`src/hw/rtl/lru_block_buffer_cache_core_defines.svh`:
```
// Assertion macros for the block buffer cache core.
// Depends on nothing; included by the top level, which supplies i_clk and i_rst_n.
`ifndef LRU_BLOCK_BUFFER_CACHE_CORE_DEFINES_SVH
`define LRU_BLOCK_BUFFER_CACHE_CORE_DEFINES_SVH

// Same-cycle implication, checked outside reset.
`define LBC_ASSERT_NOW(lbl, ante, cons) \
    lbl: assert property (@(posedge i_clk) disable iff (!i_rst_n) (ante) |-> (cons)) \
        else $error("lbc check failed");

// Next-cycle implication, checked outside reset.
`define LBC_ASSERT_NEXT(lbl, ante, cons) \
    lbl: assert property (@(posedge i_clk) disable iff (!i_rst_n) (ante) |=> (cons)) \
        else $error("lbc check failed");

`endif

```
`src/hw/rtl/lbc_pkg.sv`:
```
// Shared types and constants of the block buffer cache core.
// Used by lbc_cell and lru_block_buffer_cache_core; depends on nothing.
package lbc_pkg;

    localparam int NUM_SLOTS   = 32;
    localparam int COUNT_BITS  = 8;
    localparam int SLOT_BITS   = (NUM_SLOTS > 1) ? $clog2(NUM_SLOTS) : 1;
    localparam int CNT_W       = $clog2(NUM_SLOTS + 1);
    localparam int SLOT_PORT_W = 5;
    localparam int IDX_W       = (CNT_W > SLOT_PORT_W) ? CNT_W : SLOT_PORT_W;
    localparam int DEV_W       = 8;
    localparam int BLK_W       = 32;

    typedef enum logic [1:0] {
        CMD_GET     = 2'd0,
        CMD_RELEASE = 2'd1,
        CMD_PIN     = 2'd2,
        CMD_UNPIN   = 2'd3
    } t_cmd;

    typedef enum logic [1:0] {
        ST_OK        = 2'd0,
        ST_NO_FREE   = 2'd1,
        ST_UNDERFLOW = 2'd2,
        ST_OVERFLOW  = 2'd3
    } t_status;

    // Update applied by the addressed cell in the commit cycle.
    typedef enum logic [2:0] {
        OP_NONE      = 3'd0,
        OP_FILL      = 3'd1,
        OP_VALID     = 3'd2,
        OP_VALID_INC = 3'd3,
        OP_INC       = 3'd4,
        OP_DEC       = 3'd5
    } t_op;

    // Running search result passed from cell to cell.
    typedef struct packed {
        logic                 found_hit;
        logic [SLOT_BITS-1:0] hit_slot;
        logic [SLOT_BITS-1:0] hit_rank;
        logic                 hit_valid;
        logic                 hit_max;
        logic                 found_free;
        logic [SLOT_BITS-1:0] free_slot;
        logic [SLOT_BITS-1:0] free_rank;
        logic                 addr_zero;
        logic                 addr_one;
        logic                 addr_max;
        logic [SLOT_BITS-1:0] addr_rank;
    } t_sweep;

    // Broadcast update from the controller to all cells.
    typedef struct packed {
        t_op                  op;
        logic [SLOT_BITS-1:0] slot;
        logic                 recent;
        logic [SLOT_BITS-1:0] rank;
    } t_commit;

endpackage

```
`src/hw/rtl/lbc_cell.sv`:
```
// One buffer slot: tag, valid bit, reference count and recency rank.
// Depends on lbc_pkg; instantiated in a chain by lru_block_buffer_cache_core.
module lbc_cell (
    input  logic                         i_clk,
    input  logic                         i_rst_n,
    input  logic [lbc_pkg::SLOT_BITS-1:0] i_idx,
    input  logic [lbc_pkg::DEV_W-1:0]    i_dev,
    input  logic [lbc_pkg::BLK_W-1:0]    i_blk,
    input  logic [lbc_pkg::IDX_W-1:0]    i_sidx,
    input  lbc_pkg::t_sweep              i_sweep,
    input  lbc_pkg::t_commit             i_commit,
    output lbc_pkg::t_sweep              o_sweep
);

    logic [lbc_pkg::DEV_W-1:0]      r_dev;
    logic [lbc_pkg::BLK_W-1:0]      r_blk;
    logic                           r_valid;
    logic [lbc_pkg::COUNT_BITS-1:0] r_count;
    logic [lbc_pkg::SLOT_BITS-1:0]  r_rank;
    lbc_pkg::t_sweep                r_sweep;
    lbc_pkg::t_sweep                n_sweep;

    logic w_match;
    logic w_zero;
    logic w_max;
    logic w_addr;
    logic w_sel;

    assign w_match = (r_dev == i_dev) && (r_blk == i_blk);
    assign w_zero  = (r_count == '0);
    assign w_max   = (r_count == {lbc_pkg::COUNT_BITS{1'b1}});
    assign w_addr  = (lbc_pkg::IDX_W'(i_idx) == i_sidx);
    assign w_sel   = (i_commit.slot == i_idx);

    // Fold this slot into the running search result.
    always_comb begin
        n_sweep = i_sweep;
        if (w_match && (!i_sweep.found_hit || r_rank > i_sweep.hit_rank)) begin
            n_sweep.found_hit = 1'b1;
            n_sweep.hit_slot  = i_idx;
            n_sweep.hit_rank  = r_rank;
            n_sweep.hit_valid = r_valid;
            n_sweep.hit_max   = w_max;
        end
        if (w_zero && (!i_sweep.found_free || r_rank < i_sweep.free_rank)) begin
            n_sweep.found_free = 1'b1;
            n_sweep.free_slot  = i_idx;
            n_sweep.free_rank  = r_rank;
        end
        if (w_addr) begin
            n_sweep.addr_zero = w_zero;
            n_sweep.addr_one  = (r_count == lbc_pkg::COUNT_BITS'(1));
            n_sweep.addr_max  = w_max;
            n_sweep.addr_rank = r_rank;
        end
    end

    always_ff @(posedge i_clk) begin
        r_sweep <= n_sweep;
    end

    assign o_sweep = r_sweep;

    // Slot state: cleared by reset (rank set to the slot index), updated only by the commit broadcast.
    always_ff @(posedge i_clk) begin
        if (!i_rst_n) begin
            r_dev   <= '0;
            r_blk   <= '0;
            r_valid <= 1'b0;
            r_count <= '0;
            r_rank  <= i_idx;
        end else begin
            if (w_sel) begin
                unique case (i_commit.op)
                    lbc_pkg::OP_FILL: begin
                        r_dev   <= i_dev;
                        r_blk   <= i_blk;
                        r_valid <= 1'b1;
                        r_count <= lbc_pkg::COUNT_BITS'(1);
                    end
                    lbc_pkg::OP_VALID: begin
                        r_valid <= 1'b1;
                    end
                    lbc_pkg::OP_VALID_INC: begin
                        r_valid <= 1'b1;
                        r_count <= r_count + 1'b1;
                    end
                    lbc_pkg::OP_INC: begin
                        r_count <= r_count + 1'b1;
                    end
                    lbc_pkg::OP_DEC: begin
                        r_count <= r_count - 1'b1;
                    end
                    default: begin
                    end
                endcase
            end
            if (i_commit.recent) begin
                if (w_sel) begin
                    r_rank <= lbc_pkg::SLOT_BITS'(lbc_pkg::NUM_SLOTS - 1);
                end else if (r_rank > i_commit.rank) begin
                    r_rank <= r_rank - 1'b1;
                end
            end
        end
    end

endmodule
```
`config.mk`:
```
export PLATFORM = sky130hd
export DESIGN_NAME = lbc_cell
export DESIGN_NICKNAME = d
export VERILOG_FILES = /design/src/hw/rtl/lru_block_buffer_cache_core_defines.svh /design/src/hw/rtl/lbc_pkg.sv /design/src/hw/rtl/lbc_cell.sv
export SDC_FILE = /design/constraint.sdc
export NUM_CORES = 1
export LEC_CHECK = 0
export ABC_AREA = 0
export BUFFER_PORTS_ARGS = -buffer_cell sky130_fd_sc_hd__buf_2
export CAP_MARGIN = 20
export CORE_MARGIN = 2
export CORE_UTILIZATION = 55
export CTS_CLUSTER_DIAMETER = 60
export DETAILED_ROUTE_END_ITERATION = 10
export PLACE_DENSITY = 0.84
export SYNTH_ARGS = -nofsm -noshare
export SYNTH_HDL_FRONTEND = slang
export SYNTH_SLANG_ARGS = --single-unit
export TNS_END_PERCENT = 20
```
`constraint.sdc`:
```
create_clock -name i_clk -period 7 [get_ports i_clk]
set_clock_uncertainty 0.2 [all_clocks]
set_input_delay 0.7 -clock i_clk [delete_from_list [all_inputs] [get_ports i_clk]]
set_output_delay 0.7 -clock i_clk [all_outputs]
set_load 0.1 [all_outputs]
```
**After elaboration in Yosys (flattened, before gate mapping)**

Index checks and enable logic that the tools add are counted.

- Output and inout bits: 32
- Bits of input ports: 99
- Bits in registers: 86

- Add/sub/neg operators: 3
- Reductions and logical operators: 15
- Eq/ne operators: 13
- Order comparisons: 3
- Multiplexer cells: 8

Operators by type and width:

| cell | count |
|---|---|
| 32-bit == test | 1 |
| 8-bit case mux with 3 select lines | 1 |
| 5-bit two-way mux | 4 |
| 12-bit two-way mux | 1 |
| 5-bit > comparator | 2 |
| 10-bit two-way mux | 1 |
| 8-bit by 1-bit adder with 8-bit output (second input constant) | 1 |
| 8-bit by 1-bit == test with 1-bit output (second input constant) | 1 |
| 8-bit == test | 1 |
| 8-bit == test (second input constant) | 1 |
| 8-bit logical NOT | 1 |
| 8-bit two-way mux | 1 |
| 2-bit AND reduction | 4 |
| 8-bit by 1-bit subtractor with 8-bit output (second input constant) | 1 |
| 3-bit by 2-bit == test with 1-bit output (second input constant) | 2 |
| 3-bit == test (second input constant) | 2 |
| 5-bit by 6-bit == test with 1-bit output | 1 |
| 5-bit == test | 1 |
| 5-bit < comparator | 1 |
| 5-bit by 1-bit subtractor with 5-bit output (second input constant) | 1 |
| 3-bit by 1-bit == test with 1-bit output (second input constant) | 1 |
| 1-bit logical AND | 3 |
| 3-bit by 1-bit != test with 1-bit output (second input constant) | 1 |
| 3-bit nonzero test | 1 |
| 5 further kinds | 7 |

**Depth between registers and ports, before layout**

- Word-level depth: 5
- Depth in mapped cells: 8
- Gate-level depth less buffers: 8

**Worst setup path after synthesis**

OpenSTA, ideal clock, no wires.

- Path kind: input-to-reg
- From: input port i_sweep[9] (netlist name)
- To: register r_sweep (netlist bit o_sweep[13])
- Arrival: 2.189 ns
- Stages on the path: 7
- Setup slack: 4.490 ns
- Data required time: 6.679 ns
- Buffers on the path: 0
- Cell sequence: inv_1 > ha_1 > a21o_1 > a21o_1 > a21o_1 > a31oi_4 > mux2_2

RTL lines:

| what | line | source |
|---|---|---|
| start, declared | lbc_cell.sv:10 | `input lbc_pkg::t_sweep i_sweep,` |
| end signal, assigned | lbc_cell.sv:59 | `r_sweep <= n_sweep;` |
| end, declared | lbc_cell.sv:20 | `lbc_pkg::t_sweep r_sweep;` |

==> results.sh <==
export IMPL_outcome="finished, final reports clean"
export IMPL_die_area_um2=8870
export IMPL_cts_resized=0
export IMPL_drt_total_wl_um=10100
export IMPL_dpl_cell_count=658
export IMPL_finalSetupViolations=0
export IMPL_cp_slowest_stage_delay_ns=0.47
export IMPL_yosysWarnings=0
export IMPL_synthTopCellsByArea="dfxtp_1 36%, mux2i_1 9.6%, xor2_1 8.0%"
export IMPL_cts_setup_buffers=0
export IMPL_vias_per_cell=5.28
export IMPL_synth_top_cell_area_share_pct=36.2
export IMPL_area_growth_syn_to_layout_pct=19.8
export IMPL_crit_slowest_cell="nor4_2"
export IMPL_dp_hpwl_um=7520
export IMPL_ys_async_sr_fraction_pct=0
export IMPL_io_pins=131
export IMPL_seq_area_frac_synth_pct=39.6
export IMPL_max_vdd_ir_drop_v=0.000103
export IMPL_dieHeight_um=94.2
export IMPL_critPathTopFamily="simple AND/OR/NAND/NOR gates"
export IMPL_route_detailed_drc=0
export IMPL_cp_cell_sequence="buf_2 -> xor2_1 -> nor4_1 -> nand4_1 -> nor4_2 -> o211ai_1 -> buf_4 -> mux2_4"
export IMPL_period_share_pct=40.9
export IMPL_postRouteAntennaNets=0
export IMPL_grt_pass1_vias=3469
export IMPL_grt_ovfl_total=0
export IMPL_path_buf_inv=2
export IMPL_path_class="in2reg"
export IMPL_holdWs_ns=0.279
export IMPL_grtUsageTotal_pct=22.9
export IMPL_antenna_cells=0
export IMPL_cts_made_buffers=9
export IMPL_yosys_area_top_type="dfxtp_1"
export IMPL_antenna_found_initial=0
export IMPL_slew_headroom_pct=40.7
export IMPL_clockRootBuffer="clkbuf_8"
export IMPL_core_area_um2=7810
export IMPL_tns_ns=0
export IMPL_synthCells=441
export IMPL_synth_area_um2=4470
export IMPL_clk_path_buf_depth=2
export IMPL_die_w_um=94.2
export IMPL_cts_hold_buf=0
export IMPL_drive_above_1_share_pct=31.1
export IMPL_vias=3558
export IMPL_postLayoutCoreUtil_pct=68.7
export IMPL_cp_arrival_ns=2.90
export IMPL_portBuffers=130
export IMPL_avgSynthCellArea_um2=10.1
export IMPL_cts_sinks=86
export IMPL_synth_ff_type="dfxtp_1"
export IMPL_htreeDepth=3
export IMPL_first_iter_violations=93
export IMPL_ys_seq_elements=86
export IMPL_final_nets=685
export IMPL_power_density_nw_per_um2=216
export IMPL_gp_congestion=0.825
export IMPL_clk_latency_ns=0.36
export IMPL_final_cells=674
export IMPL_max_cap_violations=0
export IMPL_totalPowerFinal_mw=1.16
export IMPL_end_kind="register"
export IMPL_start_util_pct=57.3
export IMPL_power_leakage_nw=2.38
export IMPL_n_fill_cell=641
export IMPL_dr_pass1_iters=4
export IMPL_grt_pass1_wl_um=15900
export IMPL_synth_nets=559
export IMPL_cp_required_ns=7.04
export IMPL_hp_class="reg2reg"
export IMPL_hold_violations=0
export IMPL_wl_per_cell_um=15.0
export IMPL_cts_tree="done"
export IMPL_crit_fanout=9
export IMPL_grt_start_max_net_pins=61
export IMPL_setup_worst_path_start_class="input port"
export IMPL_worstMarginPinSlew_ns=0.889
export IMPL_rsz0062_at_grt="no"
export IMPL_core_rowCount=32
export IMPL_min_period_ns=2.86
export IMPL_fmax_mhz=349
export IMPL_synth_edf_count=5
export IMPL_synth_cell_types=47
export IMPL_drv_slew=0
export IMPL_clk_pin_slew_ns=0.08
## placed cells by master, fill, tap and decap left out, drive strengths merged, types with 3 or more instances in the layout
| cell | count |
|---|---|
| a21boi | 3 |
| a21o | 5 |
| a21oi | 9 |
| a31oi | 6 |
| buf | 132 |
| clkbuf | 11 |
| dfxtp | 81 |
| edfxtp | 5 |
| ha | 19 |
| inv | 22 |
| mux2 | 25 |
| mux2i | 43 |
| nand2 | 15 |
| nand2b | 4 |
| nand3 | 12 |
| nand3b | 3 |
| nand4 | 6 |
| nor2 | 18 |
| nor2b | 41 |
| nor3 | 6 |
| nor4 | 10 |
| o211a | 4 |
| o211ai | 3 |
| o21a | 3 |
| o21ai | 11 |
| o22ai | 3 |
| or2 | 3 |
| or3 | 4 |
| xnor2 | 14 |
| xor2 | 41 |
## power breakdown
group	internal [mW]	leakage, nW	switching (mW)	total, mW
combinational	0.0885	1.57	0.209	0.297
sequential	0.518	0.713	0.0142	0.532
clock	0.142	0.0907	0.185	0.327
## metrics by stage
step           setup WS [ns]  instance area [um^2]
2_1_floorplan           4.49                  4470
3_3_place_gp            3.83                  5180
3_5_place_dp            3.81                  5180
4_1_cts                 4.15                  5360
5_1_grt                 4.06                  5360
6_report                4.14                  5360
## path summary, 6_finish.rpt
path,start,endpoint,slack [ns],cells past startpoint
max,i_dev[5],o_sweep[28],4.14,8
min,r_valid,r_valid,0.28,1
max reg2reg,r_dev[5],o_sweep[28],4.23,7
min reg2reg,r_valid,r_valid,0.28,1
## cells by family (layout without fill, tap and decap cells)
family	Yosys count	count (layout)	synth area share, %
AND/OR/NAND/NOR	126	126	16.1
flip-flops	86	86	39.6
multiplexers	68	68	16.7
XOR/XNOR	55	55	10.8
AO/OA/AOI/OAI	51	51	7.83
buffers and inverters	36	167	3.69
adder cells (fa/ha/maj)	19	19	5.31
## cell usage after synthesis (11+ instances only)
cell type	count
ha_1	19
mux2i_1	43
dfxtp_1	81
xnor2_1	14
inv_1	19
nor2b_1	41
xor2_1	41
clkbuf_1	11
nand3_1	12
nor2_1	18
mux2_2	14
o21ai_0	11
nand2_1	14
## area by class of cell
| class | instances | area, um^2 | share of cell area, % |
|---|---|---|---|
| multi-input combinational | 319 | 2540 | 47.5 |
| tap | 102 | 128 | 2.38 |
| inverter | 19 | 71.3 | 1.33 |
| clock buffer | 11 | 141 | 2.64 |
| timing repair buffer | 132 | 666 | 12.4 |
| clock inverter | 5 | 38.8 | 0.724 |
| sequential | 86 | 1770 | 33.1 |
## metal layers
metal	vias to the layer above	routed length, um	GRT usage [%]
met4	0	205	9.06
li1	1779	-	-
met2	115	4990	41.1
met1	1648	4280	26.8
met3	16	658	4.49
met5	-	0	0
## flip-flops by register name, summed over array words and instances, names as in the netlist
| signal | cells |
|---|---|
| o_sweep | 32 |
| r_blk | 32 |
| r_count | 8 |
| r_dev | 8 |
| r_rank | 5 |
| r_valid | 1 |
## worst reg2reg max path, delay by kind of cell (launching register included)
kind                      cells  cell delay (ns)
DFF                           1             0.33
AOI/OAI and AO/OA             1             0.36
muxes                         1             0.30
and+or+nand+nor               3             0.98
buffers and inverters         1             0.31
xor gates and xnor gates      1             0.17
(Power assumes the default switching activity.)
